## config.mk

```make
export PLATFORM = sky130hd
export DESIGN_NAME = modbus_slave_request_handler
export DESIGN_NICKNAME = d
export VERILOG_FILES = /design/src/rtl/core/msrh_pkg.sv /design/src/rtl/core/msrh_ctrl.sv /design/src/rtl/core/msrh_dp.sv /design/src/rtl/core/modbus_slave_request_handler.sv
export SDC_FILE = /design/constraint.sdc
export NUM_CORES = 1
export LEC_CHECK = 0
export BUFFER_PORTS_ARGS = -buffer_cell sky130_fd_sc_hd__clkbuf_2
export CORE_MARGIN = 5
export CORE_UTILIZATION = 55
export CTS_BUF_LIST = sky130_fd_sc_hd__clkbuf_8
export CTS_CLUSTER_SIZE = 16
export DETAILED_ROUTE_END_ITERATION = 7
export PLACE_DENSITY = 0.74
export SYNTH_ARGS = -nofsm -noshare
export SYNTH_HDL_FRONTEND = slang
export SYNTH_SLANG_ARGS = --single-unit
```

## constraint.sdc

```tcl
create_clock -name i_clk -period 5.2 [get_ports i_clk]
set_input_delay 0.26 -clock i_clk [delete_from_list [all_inputs] [get_ports i_clk]]
set_output_delay 0.26 -clock i_clk [all_outputs]
set_load 0.01 [all_outputs]
```

## src/rtl/core/msrh_pkg.sv

```systemverilog
// msrh_pkg: shared types and constants for the Modbus slave request handler.
// Request/response word layouts, function and exception codes, and the
// command/status structs that join the controller and the datapath.
package msrh_pkg;

    localparam int REG_COUNT  = 8;
    localparam int COIL_COUNT = 8;
    localparam int REG_AW     = $clog2(REG_COUNT);

    // Item actions
    localparam logic [1:0] ACT_HEADER  = 2'd0;
    localparam logic [1:0] ACT_PAYLOAD = 2'd1;
    localparam logic [1:0] ACT_LOAD    = 2'd2;

    // Function codes
    localparam logic [7:0] FC_READ_COILS    = 8'd1;
    localparam logic [7:0] FC_READ_DISCRETE = 8'd2;
    localparam logic [7:0] FC_READ_HOLDING  = 8'd3;
    localparam logic [7:0] FC_READ_INPUT    = 8'd4;
    localparam logic [7:0] FC_WRITE_COIL    = 8'd5;
    localparam logic [7:0] FC_WRITE_REG     = 8'd6;
    localparam logic [7:0] FC_WRITE_COILS   = 8'd15;
    localparam logic [7:0] FC_WRITE_REGS    = 8'd16;

    // Response kinds
    localparam logic [2:0] KIND_EXC  = 3'd0;
    localparam logic [2:0] KIND_BITS = 3'd1;
    localparam logic [2:0] KIND_HDR  = 3'd2;
    localparam logic [2:0] KIND_WORD = 3'd3;
    localparam logic [2:0] KIND_ECHO = 3'd4;

    // Exception codes
    localparam logic [1:0] EXC_ILLEGAL_FUNC  = 2'd0;
    localparam logic [1:0] EXC_ILLEGAL_ADDR  = 2'd1;
    localparam logic [1:0] EXC_ILLEGAL_VALUE = 2'd2;

    // Configuration register indexes
    localparam logic CFG_OWN_ADDRESS     = 1'b0;
    localparam logic CFG_DISCRETE_INPUTS = 1'b1;

    localparam logic [7:0] OWN_ADDRESS_RST = 8'h01;
    localparam logic [7:0] DISCRETE_RST    = 8'b0000_1001;
    localparam logic [7:0] COIL_RST        = 8'b0000_0101;
    localparam logic [7:0] COIL_ON         = 8'hFF;
    localparam logic [7:0] COIL_OFF        = 8'h00;

    typedef struct packed {
        logic [1:0]  action;
        logic [7:0]  slave_address;
        logic [7:0]  function_code;
        logic [7:0]  start_hi;
        logic [7:0]  start_lo;
        logic [7:0]  qty_hi;
        logic [7:0]  qty_lo;
        logic [7:0]  coil_values;
        logic [15:0] word;
        logic [2:0]  load_index;
    } t_req;

    typedef struct packed {
        logic [2:0]  kind;
        logic [7:0]  func_echo;
        logic [1:0]  exception_code;
        logic [15:0] echo_address;
        logic [15:0] echo_value;
        logic [7:0]  bit_data;
        logic [15:0] reg_word;
        logic [4:0]  byte_count;
        logic        last;
    } t_rsp;

    // controller -> datapath
    typedef struct packed {
        logic latch;      // capture the incoming item
        logic commit;     // apply the item, load its first result if any
        logic emit_word;  // load the next register word of a read
    } t_dp_cmd;

    // datapath -> controller
    typedef struct packed {
        logic has_rsp;    // the latched item yields a result now
        logic multi;      // register words follow the header
        logic out_free;   // output register can take a word this cycle
        logic word_last;  // next word emitted is the final one
    } t_dp_status;

endpackage

```

## src/rtl/core/msrh_ctrl.sv

```systemverilog
// msrh_ctrl: sequencing state machine of the request handler.
// Depends on msrh_pkg for the command and status structs.
module msrh_ctrl
    import msrh_pkg::*;
(
    input  logic       i_clk,
    input  logic       i_rst_n,
    input  logic       i_in_valid,
    output logic       o_in_stall,
    input  t_dp_status i_status,
    output t_dp_cmd    o_cmd
);

    typedef enum logic [1:0] {
        ST_IDLE,
        ST_EXEC,
        ST_WORDS
    } t_state;

    t_state r_state, n_state;
    logic   r_in_stall;

    always_comb begin
        n_state = r_state;
        o_cmd   = '0;
        case (r_state)
            ST_IDLE: begin
                if (i_in_valid) begin
                    o_cmd.latch = 1'b1;
                    n_state     = ST_EXEC;
                end
            end
            ST_EXEC: begin
                // wait for room only when there is something to show
                if (!i_status.has_rsp || i_status.out_free) begin
                    o_cmd.commit = 1'b1;
                    n_state      = i_status.multi ? ST_WORDS : ST_IDLE;
                end
            end
            ST_WORDS: begin
                if (i_status.out_free) begin
                    o_cmd.emit_word = 1'b1;
                    if (i_status.word_last) begin
                        n_state = ST_IDLE;
                    end
                end
            end
            default: begin
                n_state = ST_IDLE;
            end
        endcase
    end

    always_ff @(posedge i_clk) begin
        if (!i_rst_n) begin
            r_state    <= ST_IDLE;
            r_in_stall <= 1'b0;
        end else begin
            r_state    <= n_state;
            r_in_stall <= (n_state != ST_IDLE);
        end
    end

    assign o_in_stall = r_in_stall;

endmodule

```

## src/rtl/core/msrh_dp.sv

```systemverilog
// msrh_dp: datapath of the request handler: config, coils, register stores,
// request decode and the output register. Depends on msrh_pkg.
module msrh_dp
    import msrh_pkg::*;
(
    input  logic       i_clk,
    input  logic       i_rst_n,
    input  t_req       i_req,
    input  logic       i_cfg_valid,
    input  logic       i_cfg_index,
    input  logic [7:0] i_cfg_data,
    input  t_dp_cmd    i_cmd,
    output t_dp_status o_status,
    input  logic       i_out_stall,
    output logic       o_out_valid,
    output t_rsp       o_out_data
);

    logic [7:0]  r_own_address;
    logic [7:0]  r_discrete;
    logic [7:0]  r_coils;
    logic [15:0] r_holding [REG_COUNT];
    logic [15:0] r_input   [REG_COUNT];

    logic [3:0]        r_pay_left;
    logic [REG_AW-1:0] r_pay_index;
    logic [15:0]       r_pend_addr;
    logic [15:0]       r_pend_value;
    logic              r_discard;

    t_req              r_req;
    logic [3:0]        r_word_left;
    logic [REG_AW-1:0] r_word_ptr;
    logic              r_word_input;
    logic              r_out_valid;
    t_rsp              r_out;

    // decode of the latched item
    t_rsp              n_rsp;
    t_rsp              word_rsp;
    logic              has_rsp;
    logic              multi;
    logic              addressed;
    logic              bad_coil;
    logic              bad_reg;
    logic [8:0]        span_end;
    logic [7:0]        mask;
    logic [7:0]        bit_src;
    logic [7:0]        n_coils;
    logic              coils_we;
    logic              hold_we;
    logic [REG_AW-1:0] hold_addr;
    logic [15:0]       hold_data;
    logic              hdr_clear;
    logic              set_discard;
    logic              start_pay;
    logic              pay_step;
    logic [2:0]        k;
    logic [2:0]        t;
    logic [REG_AW-1:0] sl_idx;
    logic              out_free;

    assign sl_idx    = r_req.start_lo[REG_AW-1:0];
    assign span_end  = {1'b0, r_req.start_lo} + {1'b0, r_req.qty_lo};
    assign addressed = (r_req.slave_address == r_own_address) || (r_req.slave_address == 8'd0);
    assign bad_coil  = (r_req.start_hi != 8'd0) || (r_req.qty_hi != 8'd0)
                    || (r_req.start_lo >= 8'(COIL_COUNT)) || (span_end > 9'(COIL_COUNT));
    assign bad_reg   = (r_req.start_hi != 8'd0) || (r_req.qty_hi != 8'd0)
                    || (r_req.start_lo >= 8'(REG_COUNT)) || (span_end > 9'(REG_COUNT));
    assign bit_src   = (r_req.function_code == FC_READ_COILS) ? r_coils : r_discrete;
    assign mask      = (r_req.qty_lo == 8'd0) ? 8'd0 : (8'hFF >> (4'd8 - r_req.qty_lo[3:0]));
    assign out_free  = !r_out_valid || !i_out_stall;

    // coils written by a multiple-coil request (bit-reversed mapping kept)
    always_comb begin
        n_coils = r_coils;
        for (int p = 0; p < COIL_COUNT; p++) begin
            t = 3'(7 - p);
            k = t - r_req.start_lo[2:0];
            if ((t >= r_req.start_lo[2:0]) && ({1'b0, k} < r_req.qty_lo[3:0])) begin
                n_coils[p] = r_req.coil_values[3'd7 - k];
            end
        end
    end

    always_comb begin
        n_rsp       = '0;
        has_rsp     = 1'b0;
        multi       = 1'b0;
        coils_we    = 1'b0;
        hold_we     = 1'b0;
        hold_addr   = sl_idx;
        hold_data   = {r_req.qty_hi, r_req.qty_lo};
        hdr_clear   = 1'b0;
        set_discard = 1'b0;
        start_pay   = 1'b0;
        pay_step    = 1'b0;
        n_rsp.func_echo = r_req.function_code;
        n_rsp.last      = 1'b1;
        case (r_req.action)
            ACT_HEADER: begin
                hdr_clear = 1'b1;
                if (!addressed) begin
                    set_discard = (r_req.function_code == FC_WRITE_REGS);
                end else begin
                    has_rsp    = 1'b1;
                    n_rsp.kind = KIND_EXC;
                    case (r_req.function_code)
                        FC_READ_COILS, FC_READ_DISCRETE: begin
                            if (bad_coil) begin
                                n_rsp.exception_code = EXC_ILLEGAL_ADDR;
                            end else begin
                                n_rsp.kind       = KIND_BITS;
                                n_rsp.bit_data   = (bit_src >> r_req.start_lo[2:0]) & mask;
                                n_rsp.byte_count = 5'd1;
                            end
                        end
                        FC_READ_HOLDING, FC_READ_INPUT: begin
                            if (bad_reg) begin
                                n_rsp.exception_code = EXC_ILLEGAL_ADDR;
                            end else begin
                                n_rsp.kind       = KIND_HDR;
                                n_rsp.byte_count = {r_req.qty_lo[3:0], 1'b0};
                                n_rsp.last       = (r_req.qty_lo == 8'd0);
                                multi            = (r_req.qty_lo != 8'd0);
                            end
                        end
                        FC_WRITE_COIL: begin
                            if ((r_req.start_hi != 8'd0) || (r_req.qty_lo != 8'd0)
                                || (r_req.start_lo >= 8'(COIL_COUNT))) begin
                                n_rsp.exception_code = EXC_ILLEGAL_ADDR;
                            end else if ((r_req.qty_hi != COIL_ON) && (r_req.qty_hi != COIL_OFF)) begin
                                n_rsp.exception_code = EXC_ILLEGAL_VALUE;
                            end else begin
                                n_rsp.kind         = KIND_ECHO;
                                n_rsp.echo_address = {8'd0, r_req.start_lo};
                                n_rsp.echo_value   = {r_req.qty_hi, 8'd0};
                                coils_we           = 1'b1;
                            end
                        end
                        FC_WRITE_REG: begin
                            if ((r_req.start_hi != 8'd0) || (r_req.start_lo >= 8'(REG_COUNT))) begin
                                n_rsp.exception_code = EXC_ILLEGAL_ADDR;
                            end else begin
                                n_rsp.kind         = KIND_ECHO;
                                n_rsp.echo_address = {8'd0, r_req.start_lo};
                                n_rsp.echo_value   = {r_req.qty_hi, r_req.qty_lo};
                                hold_we            = 1'b1;
                            end
                        end
                        FC_WRITE_COILS: begin
                            if (bad_coil) begin
                                n_rsp.exception_code = EXC_ILLEGAL_ADDR;
                            end else begin
                                n_rsp.kind         = KIND_ECHO;
                                n_rsp.echo_address = {8'd0, r_req.start_lo};
                                n_rsp.echo_value   = {8'd0, r_req.qty_lo};
                                coils_we           = 1'b1;
                            end
                        end
                        FC_WRITE_REGS: begin
                            if (bad_reg) begin
                                n_rsp.exception_code = EXC_ILLEGAL_ADDR;
                                set_discard          = 1'b1;
                            end else if (r_req.qty_lo == 8'd0) begin
                                n_rsp.kind         = KIND_ECHO;
                                n_rsp.echo_address = {8'd0, r_req.start_lo};
                            end else begin
                                has_rsp   = 1'b0;
                                start_pay = 1'b1;
                            end
                        end
                        default: begin
                            n_rsp.exception_code = EXC_ILLEGAL_FUNC;
                        end
                    endcase
                end
            end
            ACT_PAYLOAD: begin
                if (!r_discard && (r_pay_left != 4'd0)) begin
                    pay_step  = 1'b1;
                    hold_we   = 1'b1;
                    hold_addr = r_pay_index;
                    hold_data = r_req.word;
                    if (r_pay_left == 4'd1) begin
                        has_rsp            = 1'b1;
                        n_rsp.kind         = KIND_ECHO;
                        n_rsp.func_echo    = FC_WRITE_REGS;
                        n_rsp.echo_address = r_pend_addr;
                        n_rsp.echo_value   = r_pend_value;
                    end
                end
            end
            default: begin
            end
        endcase
    end

    // next register word of a read
    always_comb begin
        word_rsp           = '0;
        word_rsp.kind      = KIND_WORD;
        word_rsp.func_echo = r_req.function_code;
        word_rsp.reg_word  = r_word_input ? r_input[r_word_ptr] : r_holding[r_word_ptr];
        word_rsp.last      = (r_word_left == 4'd1);
    end

    // config, coils and the response sequencing registers
    always_ff @(posedge i_clk) begin
        if (!i_rst_n) begin
            r_own_address <= OWN_ADDRESS_RST;
            r_discrete    <= DISCRETE_RST;
            r_coils       <= COIL_RST;
            r_pay_left    <= '0;
            r_pay_index   <= '0;
            r_pend_addr   <= '0;
            r_pend_value  <= '0;
            r_discard     <= 1'b0;
            r_word_left   <= '0;
            r_out_valid   <= 1'b0;
        end else begin
            if (i_cfg_valid) begin
                case (i_cfg_index)
                    CFG_OWN_ADDRESS:     r_own_address <= i_cfg_data;
                    CFG_DISCRETE_INPUTS: r_discrete    <= i_cfg_data;
                    default: begin
                    end
                endcase
            end

            if (i_cmd.commit) begin
                if (coils_we) begin
                    if (r_req.function_code == FC_WRITE_COIL) begin
                        r_coils[r_req.start_lo[2:0]] <= (r_req.qty_hi == COIL_ON);
                    end else begin
                        r_coils <= n_coils;
                    end
                end
                if (hdr_clear) begin
                    r_pay_left  <= start_pay ? r_req.qty_lo[3:0] : 4'd0;
                    r_pay_index <= start_pay ? sl_idx : '0;
                    r_discard   <= set_discard;
                end
                if (start_pay) begin
                    r_pend_addr  <= {8'd0, r_req.start_lo};
                    r_pend_value <= {8'd0, r_req.qty_lo};
                end
                if (pay_step) begin
                    r_pay_left  <= r_pay_left - 4'd1;
                    r_pay_index <= r_pay_index + 1'b1;
                end
                if (multi) begin
                    r_word_left <= r_req.qty_lo[3:0];
                end
            end else if (i_cmd.emit_word) begin
                r_word_left <= r_word_left - 4'd1;
            end

            if ((i_cmd.commit && has_rsp) || i_cmd.emit_word) begin
                r_out_valid <= 1'b1;
            end else if (!i_out_stall) begin
                r_out_valid <= 1'b0;
            end
        end
    end

    // register stores
    always_ff @(posedge i_clk) begin
        if (!i_rst_n) begin
            for (int i = 0; i < REG_COUNT; i++) begin
                r_holding[i] <= '0;
                r_input[i]   <= '0;
            end
        end else if (i_cmd.commit) begin
            if (hold_we) begin
                r_holding[hold_addr] <= hold_data;
            end
            if ((r_req.action == ACT_LOAD) && ({1'b0, r_req.load_index} < 4'(REG_COUNT))) begin
                r_input[r_req.load_index[REG_AW-1:0]] <= r_req.word;
            end
        end
    end

    // payload registers: item latch, word pointer, output word
    always_ff @(posedge i_clk) begin
        if (i_cmd.latch) begin
            r_req <= i_req;
        end
        if (i_cmd.commit && multi) begin
            r_word_ptr   <= sl_idx;
            r_word_input <= (r_req.function_code == FC_READ_INPUT);
        end else if (i_cmd.emit_word) begin
            r_word_ptr <= r_word_ptr + 1'b1;
        end
        if (i_cmd.commit && has_rsp) begin
            r_out <= n_rsp;
        end else if (i_cmd.emit_word) begin
            r_out <= word_rsp;
        end
    end

    assign o_status.has_rsp   = has_rsp;
    assign o_status.multi     = multi;
    assign o_status.out_free  = out_free;
    assign o_status.word_last = (r_word_left == 4'd1);
    assign o_out_valid        = r_out_valid;
    assign o_out_data         = r_out;

endmodule

```

## src/rtl/core/modbus_slave_request_handler.sv

```systemverilog
// Modbus slave request handler: top level, controller plus datapath.
// Depends on msrh_pkg, msrh_ctrl and msrh_dp.
//
// Usage:
//  - Input channel (i_in_valid / o_in_stall, i_in_data): one word per request
//    header, register payload word or input register load.
//  - Output channel (o_out_valid / i_out_stall, o_out_data): response words.
//    A register read gives a header word then one word per register, last
//    marked on the final one; writes give one echo, errors one exception.
//  - Config channel (i_cfg_valid / o_cfg_ready): own slave address (index 0)
//    and the discrete input byte (index 1). Always ready; write only while idle.
// Timing:
//  - An item is latched in ST_IDLE and executed in ST_EXEC; a register read
//    holds the input through ST_WORDS as well, one word a cycle out of the
//    single output register while the receiver does not stall.
//  - A finished word sits in the output register while the next item is
//    taken. If the receiver stalls, an item with a response waits in place
//    with its state updates held back until the output register has room.
// Reset (synchronous, active low): address 1, discrete inputs 0x09, coils
// 0x05, both register stores zero, no write pending, output empty.
module modbus_slave_request_handler
    import msrh_pkg::*;
(
    input  logic       i_clk,
    input  logic       i_rst_n,
    input  logic       i_in_valid,
    output logic       o_in_stall,
    input  t_req       i_in_data,
    output logic       o_out_valid,
    input  logic       i_out_stall,
    output t_rsp       o_out_data,
    input  logic       i_cfg_valid,
    output logic       o_cfg_ready,
    input  logic       i_cfg_index,
    input  logic [7:0] i_cfg_data
);

    t_dp_cmd    cmd;
    t_dp_status status;

    // config writes are direct register loads
    assign o_cfg_ready = 1'b1;

    msrh_ctrl u_ctrl (
        .i_clk      (i_clk),
        .i_rst_n    (i_rst_n),
        .i_in_valid (i_in_valid),
        .o_in_stall (o_in_stall),
        .i_status   (status),
        .o_cmd      (cmd)
    );

    msrh_dp u_dp (
        .i_clk       (i_clk),
        .i_rst_n     (i_rst_n),
        .i_req       (i_in_data),
        .i_cfg_valid (i_cfg_valid),
        .i_cfg_index (i_cfg_index),
        .i_cfg_data  (i_cfg_data),
        .i_cmd       (cmd),
        .o_status    (status),
        .i_out_stall (i_out_stall),
        .o_out_valid (o_out_valid),
        .o_out_data  (o_out_data)
    );

endmodule
```

# Word level (Yosys, flattened, before mapping)
# Memories as Yosys holds them, arrays and structs flattened. A register that Yosys moved wholly into a read port is not among the register bits.
# Cells that the tools add are included.
[totals]
word_cells = 335
register_bits = 212
out_inout_bits = 78
memories = 2
mem_bits_rw = 256
rom_bits = 0
latch_bits = 0
input_bits = 91
[classes]
div = 0
order_cmp = 28
add_sub_neg = 22
shift = 2
mul = 0
n_eq_ne = 19
reduce_logical = 67
n_mux = 153
n_bitwise = 2
[mem_list]
columns = ["memory", "words", "width", "read_ports", "rd_clocked_by_memory_dff", "wr", "line_no", "source"]
rows = [
  ["u_dp.r_holding", 8, 16, 1, 1, 8, "msrh_dp.sv:22", "logic [15:0] r_holding [REG_COUNT];"],
  ["u_dp.r_input", 8, 16, 1, 1, 8, "msrh_dp.sv:23", "logic [15:0] r_input [REG_COUNT];"],
]
[op_table]
columns = ["operator", "n"]
rows = [
  ["75-bit 2-to-1 mux", 2],
  ["16-bit 2-to-1 mux", 6],
  ["24-bit 2-to-1 mux", 4],
  ["1-bit 2-to-1 mux", 71],
  ["32-bit 2-to-1 mux", 2],
  ["8-bit 2-to-1 mux", 8],
  ["16-bit one-hot mux with 4 select lines", 1],
  ["32-bit one-hot mux with 2 select lines", 1],
  ["3-bit 2-to-1 mux", 18],
  ["16-bit one-hot mux with 3 select lines", 1],
  ["42-bit 2-to-1 mux", 1],
  ["3-bit by 4-bit < comparator with 1-bit output, second input constant", 9],
  ["3-bit subtractor, first input constant", 12],
  ["3-bit by 4-bit < comparator with 1-bit output", 8],
  ["16-bit OR reduction", 2],
  ["2-bit nonzero test", 13],
  ["1-bit binary-select mux with 3-bit select", 8],
  ["8-bit by 3-bit equality test with 1-bit output, second input constant", 3],
  ["4-bit 2-to-1 mux", 6],
  ["3-bit AND reduction", 8],
  ["8-bit nonzero test", 3],
  ["11-bit 2-to-1 mux", 2],
  ["2-bit 2-to-1 mux", 9],
  ["6-bit 2-to-1 mux", 3],
  ["44 further kinds", 92],
]

# Longest topological paths before layout
[depth]
ltp_word = 17
depth_mapped = 15
depth_no_buf = 11

# Hierarchy
# A second synthesis with hierarchy kept.
[unflattened]
cells_unflattened = 1613
hier_area_um2 = 21296.7
[by_module_without_submodules]
columns = ["module", "seq_area_each_um2", "area_per_inst_um2", "n_inst", "cells_each"]
rows = [
  ["msrh_dp", 13092.6, 21120.3, 1, 1593],
  ["msrh_ctrl", 60.1, 165.2, 1, 18],
  ["modbus_slave_request_handler", 0.0, 11.3, 1, 2],
]

# Worst setup path after synthesis
# OpenSTA, ideal clock, no wires.
[synth_path]
path_kind = "register to register"
start = "register u_dp.r_req[45] (netlist name)"
end = "register u_dp.r_out, in the netlist u_dp.o_out_data[64] (data pin)"
path_stages_with_launch = 15
setup_ns = 0.144
synth_period_minus_slack_ns = 4.748
arrival_time_ns = 4.604
required_ns = 5.056
setup_slack_ns = 0.452
path_buffers = 4
cell_sequence = "edfxtp_1 clkbuf_1 inv_1 clkbuf_1 ha_1 buf_2 xnor2_1 a311oi_1 o2bb2ai_1 or2_2 o41ai_2 a21oi_2 nand2b_1 clkbuf_1 and3_1"
[synth_via]
elab_chain_len = 13
elab_cells_between_ends = 15
classes_between = "add/sub: 1; order compare: 2; mux: 7; reduce/logical: 5"
[synth_lines]
columns = ["item", "line_no", "source"]
rows = [
  ["start: declaration", "msrh_dp.sv:31", "t_req r_req;"],
  ["start signal: assignment", "msrh_dp.sv:287", "r_req <= i_req;"],
  ["8-bit by 8-bit adder with 9-bit output or 8-bit by 4-bit >= comparator with 1-bit output (tied branches)", "msrh_dp.sv:64, msrh_dp.sv:69", ""],
  ["9-bit by 4-bit greater-than comparator with 1-bit output or 1-bit logical OR (tied branches)", "msrh_dp.sv:69", "|| (r_req.start_lo >= 8'(REG_COUNT)) || (span_end > 9'(REG_COUNT));"],
  ["1-bit logical OR *", "msrh_dp.sv:69", ""],
  ["1-bit 2-to-1 mux *", "msrh_dp.sv:162", "if (bad_reg) begin"],
  ["1-bit 2-to-1 mux *", "msrh_dp.sv:108", "case (r_req.function_code)"],
  ["1-bit 2-to-1 mux *", "msrh_dp.sv:103", "if (!addressed) begin"],
  ["1-bit one-hot mux with 2 select lines *", "msrh_dp.sv:100", "case (r_req.action)"],
  ["1-bit logical NOT", "msrh_ctrl.sv:35", "if (!i_status.has_rsp || i_status.out_free) begin"],
  ["1-bit logical OR", "msrh_ctrl.sv:35", ""],
  ["1-bit 2-to-1 mux", "msrh_ctrl.sv:35", ""],
  ["1-bit 2-to-1 mux", "msrh_ctrl.sv:26", "case (r_state)"],
  ["1-bit logical AND *", "msrh_dp.sv:295", "if (i_cmd.commit && has_rsp) begin"],
  ["75-bit 2-to-1 mux *", "msrh_dp.sv:295", ""],
  ["end signal: assignment", "msrh_dp.sv:296", "r_out <= n_rsp;"],
  ["end signal: assignment", "msrh_dp.sv:298", "r_out <= word_rsp;"],
  ["end: declaration", "msrh_dp.sv:36", "t_rsp r_out;"],
]
# Every way passes the cells marked *; elsewhere a longest branch is shown, timed or not.
# A chain may end at the register's enable or synchronous reset.

# Worst setup path in the final report
[layout_path]
start = "register u_dp.r_req[27] (netlist name)"
end = "register u_dp.r_out, in the netlist u_dp.o_out_data[23] (enable)"
[layout_via]
elab_chain_len = 13
elab_cells_between_ends = 15
classes_between = "add/sub: 1; order compare: 1; mux: 7; reduce/logical: 6"
[layout_lines]
columns = ["item", "line_no", "source"]
rows = [
  ["8-bit by 8-bit adder with 9-bit output", "msrh_dp.sv:64", "assign span_end = {1'b0, r_req.start_lo} + {1'b0, r_req.qty_lo};"],
  ["9-bit by 4-bit greater-than comparator with 1-bit output", "msrh_dp.sv:69", ""],
  ["1-bit logical OR", "msrh_dp.sv:69", ""],
  ["1-bit 2-to-1 mux *", "msrh_dp.sv:162", ""],
  ["1-bit 2-to-1 mux *", "msrh_dp.sv:108", ""],
  ["1-bit 2-to-1 mux *", "msrh_dp.sv:103", ""],
  ["1-bit one-hot mux with 2 select lines *", "msrh_dp.sv:100", ""],
  ["1-bit logical NOT", "msrh_ctrl.sv:35", ""],
  ["1-bit logical OR", "msrh_ctrl.sv:35", ""],
  ["1-bit 2-to-1 mux", "msrh_ctrl.sv:35", ""],
  ["1-bit 2-to-1 mux", "msrh_ctrl.sv:26", ""],
  ["1-bit logical AND *", "msrh_dp.sv:295", ""],
  ["2-bit nonzero test (no source line) *", "--", ""],
]
# Marked as above.

==> summary.md <==
| Metric | Value |
|---|---|
| Status | `finished clean` |
| Synth Register Bits | `463` |
| Total GRT Usage | `between 20% and 30%` |
| Syn. warnings | `0` |
| EDFF count, synth | `a little under 400` |
| Vias in the first global route | `between 10,000 and 15,000` |
| Area growth, synth to finish | `15.9%` |
| Met3 Usage GRT | `around 4.5%` |
| Setup_tns | `0 ps` |
| Ys flop type | `edfxtp_1` |
| Met2 Use GR | `between 30 and 40%` |
| Register area share after synthesis | `61.1%` |
| Critical Path Fanout Max | `42` |
| Initial Util | `55.6%` |
| FFs w/ async S/R, synth | `0%` |
| Count of different cell masters after synthesis | `87` |
| WL per Instance | `between 20 and 25 um` |
| Postcts setup bufs | `0` |
| VDD IR max | `0.243 mV` |
| H-tree levels | `3` |
| Port Buffers | `159` |
| Post-Synth XOR/XNOR Area | `0.569%` |
| Synth Area in Compound Gates | `under 10%` |
| Syn Inst Count | `1,582` |
| Power, Total | `7.72 mW` |
| Final Setup Violations | `0` |
| Maxcap violations | `0` |
| Post_cts resized | `0` |
| Largest net degree at the start of global routing | `between 40 and 50` |
| CTS clock-pin slew for the worst setup and hold paths | `60 ps` |
| Max Clk Rate | `215 MHz` |
| I/O pin count | `between 150 and 200` |
| WS Path Type | `reg -> reg` |
| Commonest non-fill, non-tap cell in the layout | `edfxtp_1` |
| Leakage power | `just under 10 nW` |
| Clock skew | `30.6 ps` |
| Final HPWL DP | `around 37,000 um` |
| Hold slack | `between 80 and 90 ps` |
| CTS tree | `yes` |
| Crit path DAT | `4950 ps` |
| HP Class | `in -> reg` |
| GP Congestion | `0.907` |
| Number of slew-limit violations in the final report | `0` |
| Biggest area consumer among synthesized cells | `edfxtp_1` |
| Initial antenna violation count | `1` |
| Largest family of logic cells by synthesized area | `simple AND/OR/NAND/NOR gates` |
| Synth Area in Simple Gates | `15.3%` |
| Die ar. | `between 40,000 and 50,000 um2` |
| Clock Sinks | `~460` |
| Final worst path period need | `around 4700 ps` |
| Core Area | `38,700 um2` |
| Power per Cell Area | `between 300 and 400 nW/um2` |
| Rel. slew slack | `21.4%` |
| Most used cell along the critical path | `buf_4` |
| Met1 usage | `35.8%` |
| Via Count | `between 10,000 and 15,000` |
| Bufs on Longest Clock Path | `3` |
| Die width | `around 210 um` |
| Global-route wire length before repair | `around 83,000 um` |
| Critical Path RT | `between 5000 and 6000 ps` |
| Grt peak-use layer | `met2` |
| Post-synth top area share | `a little over half` |
| Root Driver | `clkbuf_8` |
| Critical Path Sink Type | `flip-flop` |
| Final Cycle Share | `between 80% and 90%` |
| Net count, final | `1,974` |
| Commonest non-fill, non-tap cells in the layout | `388 x edfxtp_1, 171 x nor2_1, 159 x clkbuf_2` |
| Clk Latency, worst-skew pair | `approximately 630 ps` |
| Hold_buf cts | `85` |
| Num CTS Buffers | `approximately 70` |
| Vias/cell | `approximately 5.9` |
| Worst-path cell chain | `buf_4, ha_1, fa_1, xnor2_1, a311oi_1, o2bb2ai_1, or2_2, o41ai_2, a21oi_2, nand2b_2, buf_4` |
| Synth Area in Adders | `between 2 and 2.5%` |
| GRT overflow | `0` |
| DRC errors left | `0` |
| Area contributors post-synth | `edfxtp_1 54%, mux4_2 9.2%, dfxtp_1 7.0%, and2_1 4.3%, nor2_1 3.0%` |
| Slowest-stage cell, CP | `nand2b_2` |
| Initial DRC Count | `1,332` |
| Area of the mapped netlist | `21,500 um2` |
| Worst-margin pin slew | `1150 ps` |
| Chip height | `208 um` |
| DRT Pass-1 Iters | `5` |
| Routed WL | `54,500 um` |
| Multiplexer share of the synthesized area | `a little under an eighth` |
| Crit-path max cell delay | `between 800 and 900 ps` |
| Final Hold Viols | `0` |
| Antenna-violating nets left | `0` |
| Row cnt | `just over 70` |
| RSZ-0062 raised after global routing | `false` |
| Filler cell count | `~2,900` |
| Critical path launch point type | `flip-flop` |
| Synthesized area per cell | `around 14 um2` |
| Fraction of final layout cells sized beyond drive strength 1 | `between 20% and 30%` |
## worst max-delay path, delay by kind of cell (launching register included)
family          cells  cell delay [ps]
buf+inv             2              610
xor+xnor            1              160
flops               1              360
fa+ha+maj           2              810
compound gates      4             1310
simple gates        2             1070
## through the flow
| stage | std cells | util, % | setup slack, ps | cell area (um2) |
|---|---|---|---|---|
| final | 2417 | 64.5 | 542 | 25000 |
| after global routing | 2417 | 64.5 | 294 | 25000 |
| after CTS | 2416 | 64.5 | 547 | 25000 |
| after detailed placement | 2201 | 58.7 | 558 | 22800 |
| after global placement | 2201 | 58.7 | 622 | 22800 |
| after floorplan | 1589 | - | 452 | 21600 |
## cells in the mapped netlist, types with 11 or more instances
cell type  number
a21oi_1        52
a31oi_1        12
and2_1        149
nand3_1        11
and3_1         24
clkbuf_1       47
buf_4          12
inv_1          27
nand2_1       131
nor2_1        172
mux2i_1        48
ha_1           39
edfxtp_1      388
mux4_2         88
o21ai_0        23
a21boi_0       15
nand2b_1       16
nor2b_1        21
a22o_1         11
buf_1          12
nor3_1         25
dfxtp_1        75
nor4_1         13
## kinds of logic (layout without fill, tap and decap cells)
| kind of cell | after synthesis | after routing |
|---|---|---|
| flip-flops | 463 | 463 |
| AND/OR/NAND/NOR | 619 | 619 |
| buffers and inverters | 117 | 426 |
| multiplexers | 141 | 141 |
| other | 2 | 10 |
| AO/OA/AOI/OAI | 185 | 185 |
| adder cells (fa/ha/maj) | 41 | 41 |
| XOR/XNOR | 14 | 14 |
## registers in the layout (all words and copies together), names as in the netlist, named ones only
register,flops
u_dp.o_out_data,67
u_dp.r_word_left,4
u_dp.r_input,128
u_dp.r_word_ptr,3
u_dp.r_discrete,8
u_dp.r_holding,128
u_dp.r_own_address,8
u_dp.r_word_input,1
u_dp.r_discard,1
u_dp.r_pay_index,3
u_dp.r_req,77
u_dp.o_out_valid,1
u_dp.r_pay_left,4
u_ctrl.o_in_stall,1
u_dp.r_pend_addr,8
u_dp.r_coils,8
u_ctrl.r_state,2
u_dp.r_pend_value,8
## power by group
part	leakage [nW]	switching, mW	internal [mW]	total [mW]
clock	0.788	1.43	1.53	2.95
sequential	4.63	0.0898	4.13	4.22
combinational	4.30	0.330	0.219	0.548
total	9.72	1.85	5.88	7.72
## per-layer routing
metal  part of all wire, %  wire length (um)  up-vias
met3                   8.3              4540       84
met4                   2.5              1370        0
met5                     0                 0        -
met2                    47             25900      675
met1                    42             22700     7011
li1                      -                 -     6396
## worst paths after layout
path                       startpoint                  end  slack (ps)  cells after the start
hold / removal             i_in_valid    u_ctrl.r_state[0]          90                      5
hold reg to reg   u_dp.o_out_data[21]  u_dp.o_out_data[21]         460                      2
setup reg to reg       u_dp.r_req[27]  u_dp.o_out_data[23]         540                     11
setup / recovery       u_dp.r_req[27]  u_dp.o_out_data[23]         540                     11
## final cells by class
cell class                      instances  area (um2)  share of cell area, %
Clock buffer                           77        1060                   4.24
Sequential cell                       463       13200                   52.7
Multi-Input combinational cell       1009        7870                   31.5
Inverter                               28         105                  0.421
Timing Repair Buffer                  268        1830                   7.31
Clock inverter                         53         310                   1.24
Tap cell                              518         648                   2.59
Antenna cell                            1        2.50                 0.0100
(Power assumes the default switching activity.)
